--- config.mk ---
export PLATFORM = sky130hd
export DESIGN_NAME = weighted_rtt_mean_deviation_unit
export DESIGN_NICKNAME = d
export VERILOG_FILES = /design/src/rtl/core/wrmd_pkg.sv /design/src/rtl/core/weighted_rtt_mean_deviation_unit.sv /design/src/rtl/core/wrmd_divider.sv /design/src/rtl/core/wrmd_sqrt.sv /design/src/rtl/core/wrmd_datapath.sv /design/src/rtl/core/wrmd_ctrl.sv
export SDC_FILE = /design/constraint.sdc
export NUM_CORES = 2
export LEC_CHECK = 0
export BUFFER_PORTS_ARGS = -buffer_cell sky130_fd_sc_hd__buf_4
export CAP_MARGIN = 10
export CORE_MARGIN = 4
export CORE_UTILIZATION = 40
export CTS_CLUSTER_DIAMETER = 150
export DETAILED_ROUTE_END_ITERATION = 10
export MAX_ROUTING_LAYER = met4
export PLACE_DENSITY = 0.65
export SLEW_MARGIN = 20
export SYNTH_ARGS = -nofsm -noshare
export SYNTH_HDL_FRONTEND = slang
export SYNTH_SLANG_ARGS = --single-unit
export TNS_END_PERCENT = 100
--- constraint.sdc ---
create_clock -name clk -period 11.15 [get_ports clk]
set_input_delay 0.5575 -clock clk [delete_from_list [all_inputs] [get_ports clk]]
set_output_delay 0.5575 -clock clk [all_outputs]
set_load 0.02 [all_outputs]
--- src/rtl/core/wrmd_pkg.sv ---
// ----------------------------------------------------------------------------
// wrmd_pkg
// types, constants and datapath command codes of the rtt mean/deviation unit
// ----------------------------------------------------------------------------
`timescale 1ns / 1ps

package wrmd_pkg;

  localparam int RING_DEPTH_DEF = 64;
  localparam int TIME_W         = 16;
  localparam int WEIGHT_W       = 10;
  localparam int WEIGHT_NUM     = 1023;
  localparam logic [TIME_W-1:0] TIME_MAX = '1;

  typedef struct packed {
    logic        op;
    logic [31:0] time_rt;
    logic [15:0] attempts;
  } sample_t;

  typedef struct packed {
    logic [15:0] mean_time;
    logic [15:0] deviation;
  } result_t;

  localparam logic OP_INIT = 1'b0;
  localparam logic OP_ADD  = 1'b1;

  typedef struct packed {
    logic [TIME_W-1:0]   rtt;
    logic [WEIGHT_W-1:0] weight;
  } ring_entry_t;

  typedef enum logic [4:0] {
    DP_NOP,
    DP_CAPTURE,
    DP_INIT_MUL,
    DP_INIT_WR,
    DP_READ,
    DP_NEW_W,
    DP_MUL_OLD1,
    DP_MUL_OLD2,
    DP_MUL_NEW1,
    DP_MUL_NEW2,
    DP_ACC_SQ,
    DP_DIV_MEAN,
    DP_SET_MEAN,
    DP_MUL_MEAN,
    DP_DIV_VAR,
    DP_DEV_ZERO,
    DP_SQRT,
    DP_SET_DEV,
    DP_OUTPUT
  } dp_op_t;

  typedef struct packed {
    logic op_add;
    logic tries_zero;
    logic wt_gt1;
    logic div_busy;
    logic sqrt_busy;
  } dp_status_t;

endpackage

--- src/rtl/core/weighted_rtt_mean_deviation_unit.sv ---
// full add at depth 64: 10-step weight division, 32-step mean division and,
//   when the total weight exceeds one, 48-step variance division and 24-step
//   root; the divisions share one serial divider, the root has its own unit
// one item at a time: the input stalls while an item is in work; a finished
//   beat waits in the output register while the next item is already taken
// reset: synchronous, clears ring valid bits, totals, mean and deviation at once
// ----------------------------------------------------------------------------
// weighted_rtt_mean_deviation_unit
// weighted sliding-window mean and standard deviation of round-trip times
// ----------------------------------------------------------------------------
`timescale 1ns / 1ps

module weighted_rtt_mean_deviation_unit
  import wrmd_pkg::*;
#(
  parameter int RING_DEPTH = RING_DEPTH_DEF
) (
  input  logic    clk,
  input  logic    rst,
  // sample channel
  input  logic    sample_valid,
  output logic    sample_stall,
  input  sample_t sample,
  // result channel
  output logic    result_valid,
  input  logic    result_stall,
  output result_t result
);

  // command from the sequencer, one datapath step per cycle, or a nop while it waits
  dp_op_t     op;
  // busy flags and item decode back from the datapath
  dp_status_t status;

  // sequencer: an idle cycle takes a beat, then walks init or add steps,
  // and parks in its last state until the result register is free
  wrmd_ctrl u_ctrl (
    .clk          (clk),
    .rst          (rst),
    .sample_valid (sample_valid),
    .result_stall (result_stall),
    .status       (status),
    .op           (op),
    .sample_stall (sample_stall),
    .result_valid (result_valid)
  );

  // datapath: ring memory with per-entry valid bits (an invalid entry reads
  // as weight 0), weight / time / square totals, a 16 x 32 multiplier and
  // the shared serial divider and square root
  wrmd_datapath #(
    .RING_DEPTH (RING_DEPTH)
  ) u_dp (
    .clk    (clk),
    .rst    (rst),
    .op     (op),
    .sample (sample),
    .status (status),
    .result (result)
  );

endmodule

--- src/rtl/core/wrmd_divider.sv ---
// ----------------------------------------------------------------------------
// wrmd_divider
// restoring divider, one quotient bit per cycle, msb-aligned dividend
// ----------------------------------------------------------------------------
`timescale 1ns / 1ps

module wrmd_divider
  import wrmd_pkg::*;
#(
  parameter int NW = 48,
  parameter int DW = 16
) (
  input  logic                      clk,
  input  logic                      rst,
  input  logic                      start,
  input  logic [NW-1:0]             dividend,
  input  logic [DW-1:0]             divisor,
  input  logic [$clog2(NW+1)-1:0]   steps,
  output logic                      busy,
  output logic [NW-1:0]             quotient
);

  localparam int CW = $clog2(NW+1);

  logic [CW-1:0] count;
  logic [NW-1:0] dvd;
  logic [DW-1:0] dvs;
  logic [DW-1:0] rem;
  logic [DW:0]   rem_sh;
  logic          ge;

  assign busy   = (count != '0);
  assign rem_sh = {rem, dvd[NW-1]};
  assign ge     = (rem_sh >= {1'b0, dvs});

  always_ff @(posedge clk) begin
    if (rst) begin
      count <= '0;
    end else if (start) begin
      count <= steps;
    end else if (busy) begin
      count <= count - 1'b1;
    end
  end

  always_ff @(posedge clk) begin
    if (start) begin
      dvd      <= dividend;
      dvs      <= divisor;
      rem      <= '0;
      quotient <= '0;
    end else if (busy) begin
      dvd      <= dvd << 1;
      rem      <= ge ? DW'(rem_sh - {1'b0, dvs}) : rem_sh[DW-1:0];
      quotient <= {quotient[NW-2:0], ge};
    end
  end

endmodule

--- src/rtl/core/wrmd_sqrt.sv ---
// ----------------------------------------------------------------------------
// wrmd_sqrt
// digit-by-digit integer square root, one root bit per cycle
// ----------------------------------------------------------------------------
`timescale 1ns / 1ps

module wrmd_sqrt
  import wrmd_pkg::*;
#(
  parameter int XW = 48
) (
  input  logic                  clk,
  input  logic                  rst,
  input  logic                  start,
  input  logic [XW-1:0]         radicand,
  output logic                  busy,
  output logic [(XW+1)/2-1:0]   root
);

  localparam int RW = (XW + 1) / 2;
  localparam int CW = $clog2(RW + 1);

  logic [CW-1:0]   count;
  logic [2*RW-1:0] xs;
  logic [RW-1:0]   rem;
  logic [RW+1:0]   rem_sh;
  logic [RW+1:0]   trial;
  logic            ge;

  assign busy   = (count != '0);
  assign rem_sh = {rem, xs[2*RW-1 -: 2]};
  assign trial  = {root, 2'b01};
  assign ge     = (rem_sh >= trial);

  always_ff @(posedge clk) begin
    if (rst) begin
      count <= '0;
    end else if (start) begin
      count <= CW'(RW);
    end else if (busy) begin
      count <= count - 1'b1;
    end
  end

  // the remainder stays at most 2 * root, so it fits until the last step
  always_ff @(posedge clk) begin
    if (start) begin
      xs   <= (2*RW)'(radicand);
      rem  <= '0;
      root <= '0;
    end else if (busy) begin
      xs   <= xs << 2;
      rem  <= ge ? RW'(rem_sh - trial) : rem_sh[RW-1:0];
      root <= {root[RW-2:0], ge};
    end
  end

endmodule

--- src/rtl/core/wrmd_datapath.sv ---
// ----------------------------------------------------------------------------
// wrmd_datapath
// sample ring, running totals, shared multiplier, divider and square root
// ----------------------------------------------------------------------------
`timescale 1ns / 1ps

module wrmd_datapath
  import wrmd_pkg::*;
#(
  parameter int RING_DEPTH = RING_DEPTH_DEF
) (
  input  logic       clk,
  input  logic       rst,
  input  dp_op_t     op,
  input  sample_t    sample,
  output dp_status_t status,
  output result_t    result
);

  localparam int SW   = $clog2(RING_DEPTH);
  localparam int WTW  = WEIGHT_W + $clog2(RING_DEPTH);
  localparam int WTTW = WTW + TIME_W;
  localparam int WSTW = WTTW + TIME_W;
  localparam int RW   = (WSTW + 1) / 2;
  localparam int DCW  = $clog2(WSTW + 1);
  localparam logic [WSTW-1:0] NUM_ALIGNED = WSTW'(WEIGHT_NUM) << (WSTW - WEIGHT_W);

  // captured item
  logic                cap_op;
  logic [TIME_W-1:0]   cap_t;
  logic [15:0]         cap_tries;
  logic                tries_big;

  // ring storage
  ring_entry_t         ring [RING_DEPTH];
  logic [RING_DEPTH-1:0] valid;
  ring_entry_t         rd_entry;
  logic                rd_hit;
  logic [SW-1:0]       slot;

  // totals and results
  logic [WTW-1:0]      wt;
  logic [WTTW-1:0]     wtt;
  logic [WSTW-1:0]     wst;
  logic [TIME_W-1:0]   mean_reg;
  logic [TIME_W-1:0]   dev_reg;

  logic [WEIGHT_W-1:0] old_w;
  logic [TIME_W-1:0]   old_t;
  logic [WEIGHT_W-1:0] new_w;

  // shared multiplier
  logic [TIME_W-1:0]   mul_a;
  logic [WTTW-1:0]     mul_b;
  logic                mul_en;
  logic [WSTW-1:0]     prod;
  logic [WSTW-1:0]     p;

  // divider and root
  logic                div_start;
  logic [WSTW-1:0]     div_dvd;
  logic [WTW-1:0]      div_dvs;
  logic [DCW-1:0]      div_steps;
  logic                div_busy;
  logic [WSTW-1:0]     div_q;
  logic [WSTW-1:0]     num;
  logic                sqrt_busy;
  logic [RW-1:0]       root;

  assign tries_big = (cap_tries > 16'(WEIGHT_NUM));
  assign num       = (wst >= p) ? (wst - p) : '0;

  always_comb begin
    mul_a  = '0;
    mul_b  = '0;
    mul_en = 1'b1;
    unique case (op)
      DP_INIT_MUL: begin
        mul_a = cap_t;
        mul_b = WTTW'(cap_t);
      end
      DP_MUL_OLD1: begin
        mul_a = old_t;
        mul_b = WTTW'(old_w);
      end
      DP_MUL_OLD2: begin
        mul_a = old_t;
        mul_b = p[WTTW-1:0];
      end
      DP_MUL_NEW1: begin
        mul_a = cap_t;
        mul_b = WTTW'(new_w);
      end
      DP_MUL_NEW2: begin
        mul_a = cap_t;
        mul_b = p[WTTW-1:0];
      end
      DP_MUL_MEAN: begin
        mul_a = mean_reg;
        mul_b = wtt;
      end
      default: begin
        mul_en = 1'b0;
      end
    endcase
  end

  assign prod = {{WTTW{1'b0}}, mul_a} * {{TIME_W{1'b0}}, mul_b};

  always_comb begin
    div_start = 1'b1;
    div_dvd   = NUM_ALIGNED;
    div_dvs   = WTW'(cap_tries[WEIGHT_W-1:0]);
    div_steps = DCW'(WEIGHT_W);
    unique case (op)
      DP_READ: begin
      end
      DP_DIV_MEAN: begin
        div_dvd   = {wtt, {TIME_W{1'b0}}};
        div_dvs   = wt;
        div_steps = DCW'(WTTW);
      end
      DP_DIV_VAR: begin
        div_dvd   = num;
        div_dvs   = wt - 1'b1;
        div_steps = DCW'(WSTW);
      end
      default: begin
        div_start = 1'b0;
      end
    endcase
  end

  wrmd_divider #(
    .NW (WSTW),
    .DW (WTW)
  ) u_div (
    .clk      (clk),
    .rst      (rst),
    .start    (div_start),
    .dividend (div_dvd),
    .divisor  (div_dvs),
    .steps    (div_steps),
    .busy     (div_busy),
    .quotient (div_q)
  );

  wrmd_sqrt #(
    .XW (WSTW)
  ) u_sqrt (
    .clk      (clk),
    .rst      (rst),
    .start    (op == DP_SQRT),
    .radicand (div_q),
    .busy     (sqrt_busy),
    .root     (root)
  );

  // ring memory, single write port, registered read
  always_ff @(posedge clk) begin
    if (op == DP_INIT_WR) begin
      ring[0] <= '{rtt: cap_t, weight: WEIGHT_W'(1)};
    end else if (op == DP_ACC_SQ) begin
      ring[slot] <= '{rtt: cap_t, weight: new_w};
    end
    if (op == DP_READ) begin
      rd_entry <= ring[slot];
      rd_hit   <= valid[slot];
    end
  end

  // payload registers
  always_ff @(posedge clk) begin
    if (op == DP_CAPTURE) begin
      cap_op    <= sample.op;
      cap_t     <= (|sample.time_rt[31:TIME_W]) ? TIME_MAX : sample.time_rt[TIME_W-1:0];
      cap_tries <= sample.attempts;
    end
    if (op == DP_NEW_W) begin
      old_w <= rd_hit ? rd_entry.weight : '0;
      old_t <= rd_hit ? rd_entry.rtt : '0;
      new_w <= tries_big ? WEIGHT_W'(1) : div_q[WEIGHT_W-1:0];
    end
    if (mul_en) begin
      p <= prod;
    end
    if (op == DP_OUTPUT) begin
      result <= '{mean_time: mean_reg, deviation: dev_reg};
    end
  end

  // tracker state
  always_ff @(posedge clk) begin
    if (rst) begin
      valid    <= '0;
      slot     <= '0;
      wt       <= '0;
      wtt      <= '0;
      wst      <= '0;
      mean_reg <= '0;
      dev_reg  <= '0;
    end else begin
      unique case (op)
        DP_INIT_WR: begin
          valid    <= RING_DEPTH'(1);
          slot     <= '0;
          wt       <= WTW'(1);
          wtt      <= WTTW'(cap_t);
          wst      <= p;
          mean_reg <= cap_t;
          dev_reg  <= '0;
        end
        DP_MUL_OLD2: begin
          wtt <= wtt - p[WTTW-1:0];
        end
        DP_MUL_NEW1: begin
          wst <= wst - p;
          wt  <= wt - WTW'(old_w) + WTW'(new_w);
        end
        DP_MUL_NEW2: begin
          wtt <= wtt + p[WTTW-1:0];
        end
        DP_ACC_SQ: begin
          wst         <= wst + p;
          valid[slot] <= 1'b1;
          slot        <= (slot == SW'(RING_DEPTH - 1)) ? '0 : slot + 1'b1;
        end
        DP_SET_MEAN: begin
          if (wt == '0) begin
            mean_reg <= '0;
          end else begin
            mean_reg <= (|div_q[WSTW-1:TIME_W]) ? TIME_MAX : div_q[TIME_W-1:0];
          end
        end
        DP_DEV_ZERO: begin
          dev_reg <= '0;
        end
        DP_SET_DEV: begin
          dev_reg <= (|root[RW-1:TIME_W]) ? TIME_MAX : root[TIME_W-1:0];
        end
        default: begin
        end
      endcase
    end
  end

  assign status = '{
    op_add:     (cap_op == OP_ADD),
    tries_zero: (cap_tries == '0),
    wt_gt1:     (wt > WTW'(1)),
    div_busy:   div_busy,
    sqrt_busy:  sqrt_busy
  };

endmodule

--- src/rtl/core/wrmd_ctrl.sv ---
// ----------------------------------------------------------------------------
// wrmd_ctrl
// sequencer that steps the datapath through one init or add per item
// ----------------------------------------------------------------------------
`timescale 1ns / 1ps

module wrmd_ctrl
  import wrmd_pkg::*;
(
  input  logic       clk,
  input  logic       rst,
  input  logic       sample_valid,
  input  logic       result_stall,
  input  dp_status_t status,
  output dp_op_t     op,
  output logic       sample_stall,
  output logic       result_valid
);

  typedef enum logic [3:0] {
    S_IDLE,
    S_DISPATCH,
    S_INIT_WR,
    S_DIVW,
    S_M1,
    S_M2,
    S_M3,
    S_M4,
    S_M5,
    S_MEAN,
    S_MEANW,
    S_PROD,
    S_NUM,
    S_VARW,
    S_SQW,
    S_DONE
  } state_t;

  state_t state;
  state_t state_next;

  assign sample_stall = (state != S_IDLE);

  always_comb begin
    state_next = state;
    op         = DP_NOP;
    unique case (state)
      S_IDLE: begin
        if (sample_valid) begin
          op         = DP_CAPTURE;
          state_next = S_DISPATCH;
        end
      end
      S_DISPATCH: begin
        if (!status.op_add) begin
          op         = DP_INIT_MUL;
          state_next = S_INIT_WR;
        end else if (status.tries_zero) begin
          state_next = S_DONE;
        end else begin
          op         = DP_READ;
          state_next = S_DIVW;
        end
      end
      S_INIT_WR: begin
        op         = DP_INIT_WR;
        state_next = S_DONE;
      end
      S_DIVW: begin
        if (!status.div_busy) begin
          op         = DP_NEW_W;
          state_next = S_M1;
        end
      end
      S_M1: begin
        op         = DP_MUL_OLD1;
        state_next = S_M2;
      end
      S_M2: begin
        op         = DP_MUL_OLD2;
        state_next = S_M3;
      end
      S_M3: begin
        op         = DP_MUL_NEW1;
        state_next = S_M4;
      end
      S_M4: begin
        op         = DP_MUL_NEW2;
        state_next = S_M5;
      end
      S_M5: begin
        op         = DP_ACC_SQ;
        state_next = S_MEAN;
      end
      S_MEAN: begin
        op         = DP_DIV_MEAN;
        state_next = S_MEANW;
      end
      S_MEANW: begin
        if (!status.div_busy) begin
          op         = DP_SET_MEAN;
          state_next = S_PROD;
        end
      end
      S_PROD: begin
        op         = DP_MUL_MEAN;
        state_next = S_NUM;
      end
      S_NUM: begin
        if (status.wt_gt1) begin
          op         = DP_DIV_VAR;
          state_next = S_VARW;
        end else begin
          op         = DP_DEV_ZERO;
          state_next = S_DONE;
        end
      end
      S_VARW: begin
        if (!status.div_busy) begin
          op         = DP_SQRT;
          state_next = S_SQW;
        end
      end
      S_SQW: begin
        if (!status.sqrt_busy) begin
          op         = DP_SET_DEV;
          state_next = S_DONE;
        end
      end
      S_DONE: begin
        if (!result_valid || !result_stall) begin
          op         = DP_OUTPUT;
          state_next = S_IDLE;
        end
      end
      default: begin
        state_next = S_IDLE;
      end
    endcase
  end

  always_ff @(posedge clk) begin
    if (rst) begin
      state        <= S_IDLE;
      result_valid <= 1'b0;
    end else begin
      state <= state_next;
      if (op == DP_OUTPUT) begin
        result_valid <= 1'b1;
      end else if (!result_stall) begin
        result_valid <= 1'b0;
      end
    end
  end

endmodule

==> metrics.md <==
| Metric | Value |
|---|---|
| Status | finished, final reports clean |
| Die area | 285800 sq um |
| Hold/Removal Path Class | in2reg |
| CP bufs+invs | 6 |
| CTS tree | yes |
| Min cycle time layout | 9.507 ns |
| Setup CP Type | reg2reg |
| GR Util All Layers | 24.75% |
| Nets | 9962 |
| CTS root buffer | clkbuf_16 |
| Max Slew Vio Count | 0 |
| HPWL after DPL | 226.3 mm |
| DR vias | 78.41k |
| Layout cells sized above 1 | 8.700% |
| Endpoints failing setup | 0 |
| Syn avg cell area | 12.18 sq um |
| Synth cell count leaders | edfxtp_1, nand2_1, inv_1, a22oi_1, nor2_1 |
| Crit-path leading delay family | adder cells |
| Gates resized, CTS repair | 0 |
| Sequential area share after synthesis | 58.72% |
| Max Fanout on Critical Path | 22 |
| R2R setup slack | 1.64 ns |
| EDFF count, synth | 1952 |
| Slew HR | 21.84% |
| Mapped Nets | 9910 |
| Drt first-iter violations | 9910 |
| Post-synth ARST share | 0% |
| Die span in y | 534.6 um |
| Core area | 276300 sq um |
| P&R area growth vs syn | 12.46% |
| Crit end category | flop |
| CTS Sinks | 2278 |
| Cell Area, Synth | 110900 sq um |
| Reg clk slew, reported paths | 0.06 ns |
| Global-route wire length before repair | 517.8 mm |
| Max-cap violations | 0 |
| Post CTS Setup Buffer Count | 0 |
| WP data arrival | 10.09 ns |
| RSZ-0062 raised after global routing | false |
| Worst vdd ir | 0.0001931 V |
| Num ports | 87 |
| H-Tree Level Count | 4 |
| FF-to-FF path depth | 29 |
| Mapped Cells | 9105 |
| Largest register FFs | 1664 |
| Levels on crit path | 29 |
| Slew @ Worst Pin | 1.169 ns |
| Leak | 43.56 nW |
| Total negative slack | 0 ns |
| WP data required | 11.73 ns |
| Overflow after GRT | 0 |
| Antenna violations before repair | 16 |
| Register bit total from synthesis | 2278 |
| Starting Density | 40.16% |
| Final hold vios | 0 |
| Post-route ant nets | 0 |
| Maximum number of pins on one net before global-route repair | 114 |
| Die W | 534.6 um |
| Hold Path Cell Cnt | 3 |
| Crit-path most repeated cell | fa_1 |
| Final period util | 85.27% |
| Worst Clk Skew | 0.1149 ns |
| DRC | 0 |
| Worst reg2reg endpoint | u_dp.p[46]$_DFFE_PP_ |
| Most frequent cell after synthesis | edfxtp_1 |
| Row count | 193 |
| CP max stage cell | nand2_1 |
| Avg WL per Cell | 27.05 um |
| Total Wirelength | 353.5 mm |
| Synth cell types | 87 |
| Reg2reg start | u_ctrl.state[0]$_SDFFE_PP0P_ |
| Largest registers | u_dp.ring (1664), u_dp.valid (64) |
| Vias in the first global route | 76.83k |
| Top-area cell type share of the netlist area | 52.83% |
| Hold WS | 0.1121 ns |
| Warnings from Yosys | 0 |
| Port buffer count | 86 |
| Inserted Clock Buffers | 235 |
| Pwr/cell area | 248.2 nW/um^2 |
| Crit path from | u_ctrl.state[0]$_SDFFE_PP0P_ |
| Fmax | 105.2 MHz |
| Clock Path Buffers | 4 |
| Capture point of the critical path | u_dp.p[46]$_DFFE_PP_ |
| Crit start category | flop |
| Hold buffers post-CTS | 33 |
| Slowest stage delay, CP | 0.88 ns |
| Initial DRT Pass Iterations | 7 |
| Synth top area cells | edfxtp_1, fa_1, dfxtp_1 |
| Post-synth top area cell | edfxtp_1 |
| GP Congestion | 0.9830 |
| Vias per cell | 6.000 |
| Synth Flop Type | edfxtp_1 |
| Most flop-heavy register | u_dp.ring |
| Clock Latency Late Sink | 0.92 ns |
==> layout make-up <==
class / count / area (sq um)
multi-input combinational: 5631 / 41780
clock inverter: 124 / 1444
inverter: 676 / 2537
tap: 3705 / 4636
fill: 24850 / 151500
clock buffer: 312 / 6434
timing repair buffer: 335 / 2771
sequential: 2278 / 65140
antenna: 8 / 20.02
==> cell families (layout without fill, tap and decap cells) <==
logic type	count (synthesis)	after routing	share of synthesized area (%)
compound gates	2428	2428	15.02
xor+xnor	211	211	1.666
fa+ha+maj	752	752	11.40
buf+inv	1196	1447	4.097
flops	2278	2278	58.72
mux	38	38	0.3462
other cells	0	8	0
simple gates	2202	2202	8.748
==> layer usage <==
layer	part of all wire, %	global-route usage, %
met1	40	33.13
met4	4.0	8.759
met2	45	37.62
met5	0	-
met3	11	4.961
==> power by group <==
part	total, W	leakage (nW)	internal (W)	switching [W]
clock network	0.00803	3.85	0.00474	0.00329
registers	0.0110	20.0	0.0103	0.000754
logic	0.0119	19.7	0.00396	0.00797
==> layout by cell type, fill, tap and decap left out, types with 24 or more instances in the layout <==
| cell type | count |
|---|---|
| a211oi_1 | 62 |
| edfxtp_1 | 1952 |
| xor2_1 | 49 |
| buf_4 | 286 |
| xnor2_1 | 162 |
| clkinv_1 | 39 |
| o21ai_0 | 280 |
| nor2b_1 | 24 |
| a31oi_1 | 154 |
| ha_1 | 320 |
| and2_1 | 66 |
| o21bai_1 | 42 |
| o31ai_1 | 35 |
| nor3_1 | 89 |
| a22o_1 | 157 |
| dfxtp_1 | 326 |
| clkbuf_16 | 238 |
| dlygate4sd3_1 | 33 |
| o21a_1 | 96 |
| or2_2 | 28 |
| nand2_1 | 961 |
| a221oi_1 | 168 |
| nand4_1 | 145 |
| a21oi_1 | 510 |
| bufinv_16 | 30 |
| clkinv_2 | 35 |
| a21o_1 | 81 |
| nor2_2 | 57 |
| mux2i_1 | 35 |
| nand3_1 | 97 |
| a22oi_1 | 652 |
| clkbuf_1 | 54 |
| inv_1 | 673 |
| nor4_1 | 45 |
| nor2_1 | 529 |
| fa_1 | 432 |
==> through the flow <==
stage / utilization [%] / setup slack, ns / area, sq um / power (W) / std cells
detailed placement: 42.13 / 1.743 / 116400 / 0.02285 / 12590
CTS: 45.10 / 1.744 / 124600 / 0.03087 / 13050
global placement: 42.13 / 1.795 / 116400 / 0.02267 / 12580
finish: 45.16 / 1.643 / 124800 / 0.03097 / 13070
global route: 45.16 / 1.164 / 124800 / 0.03265 / 13070
floorplan: - / 2.849 / 110900 / 0.01901 / 9105
==> worst reg2reg max path: cells and delay by family (launching register included) <==
| family | cells | cell delay [ns] |
|---|---|---|
| adders and majority gates | 7 | 3.34 |
| AOI/OAI and AO/OA | 10 | 2.42 |
| and+or+nand+nor | 5 | 1.62 |
| buffers and inverters | 6 | 1.00 |
| DFF | 1 | 0.69 |
| xor gates and xnor gates | 1 | 0.16 |
==> how the worst min path moves through the flow <==
| stage | start | end |
|---|---|---|
| 2_1_floorplan | u_dp.dev_reg[0]$_SDFFE_PP0P_ | u_dp.result[0]$_DFFE_PP_ |
| 3_3_place_gp | u_dp.dev_reg[10]$_SDFFE_PP0P_ | u_dp.result[10]$_DFFE_PP_ |
| 3_5_place_dp | u_dp.dev_reg[10]$_SDFFE_PP0P_ | u_dp.result[10]$_DFFE_PP_ |
| 4_1_cts | result_stall | u_ctrl.result_valid$_SDFFE_PP0P_ |
| 5_1_grt | result_stall | u_ctrl.result_valid$_SDFFE_PP0P_ |
| 6_report | result_stall | u_ctrl.result_valid$_SDFFE_PP0P_ |
No activity file was read; power rests on OpenSTA's default activity.
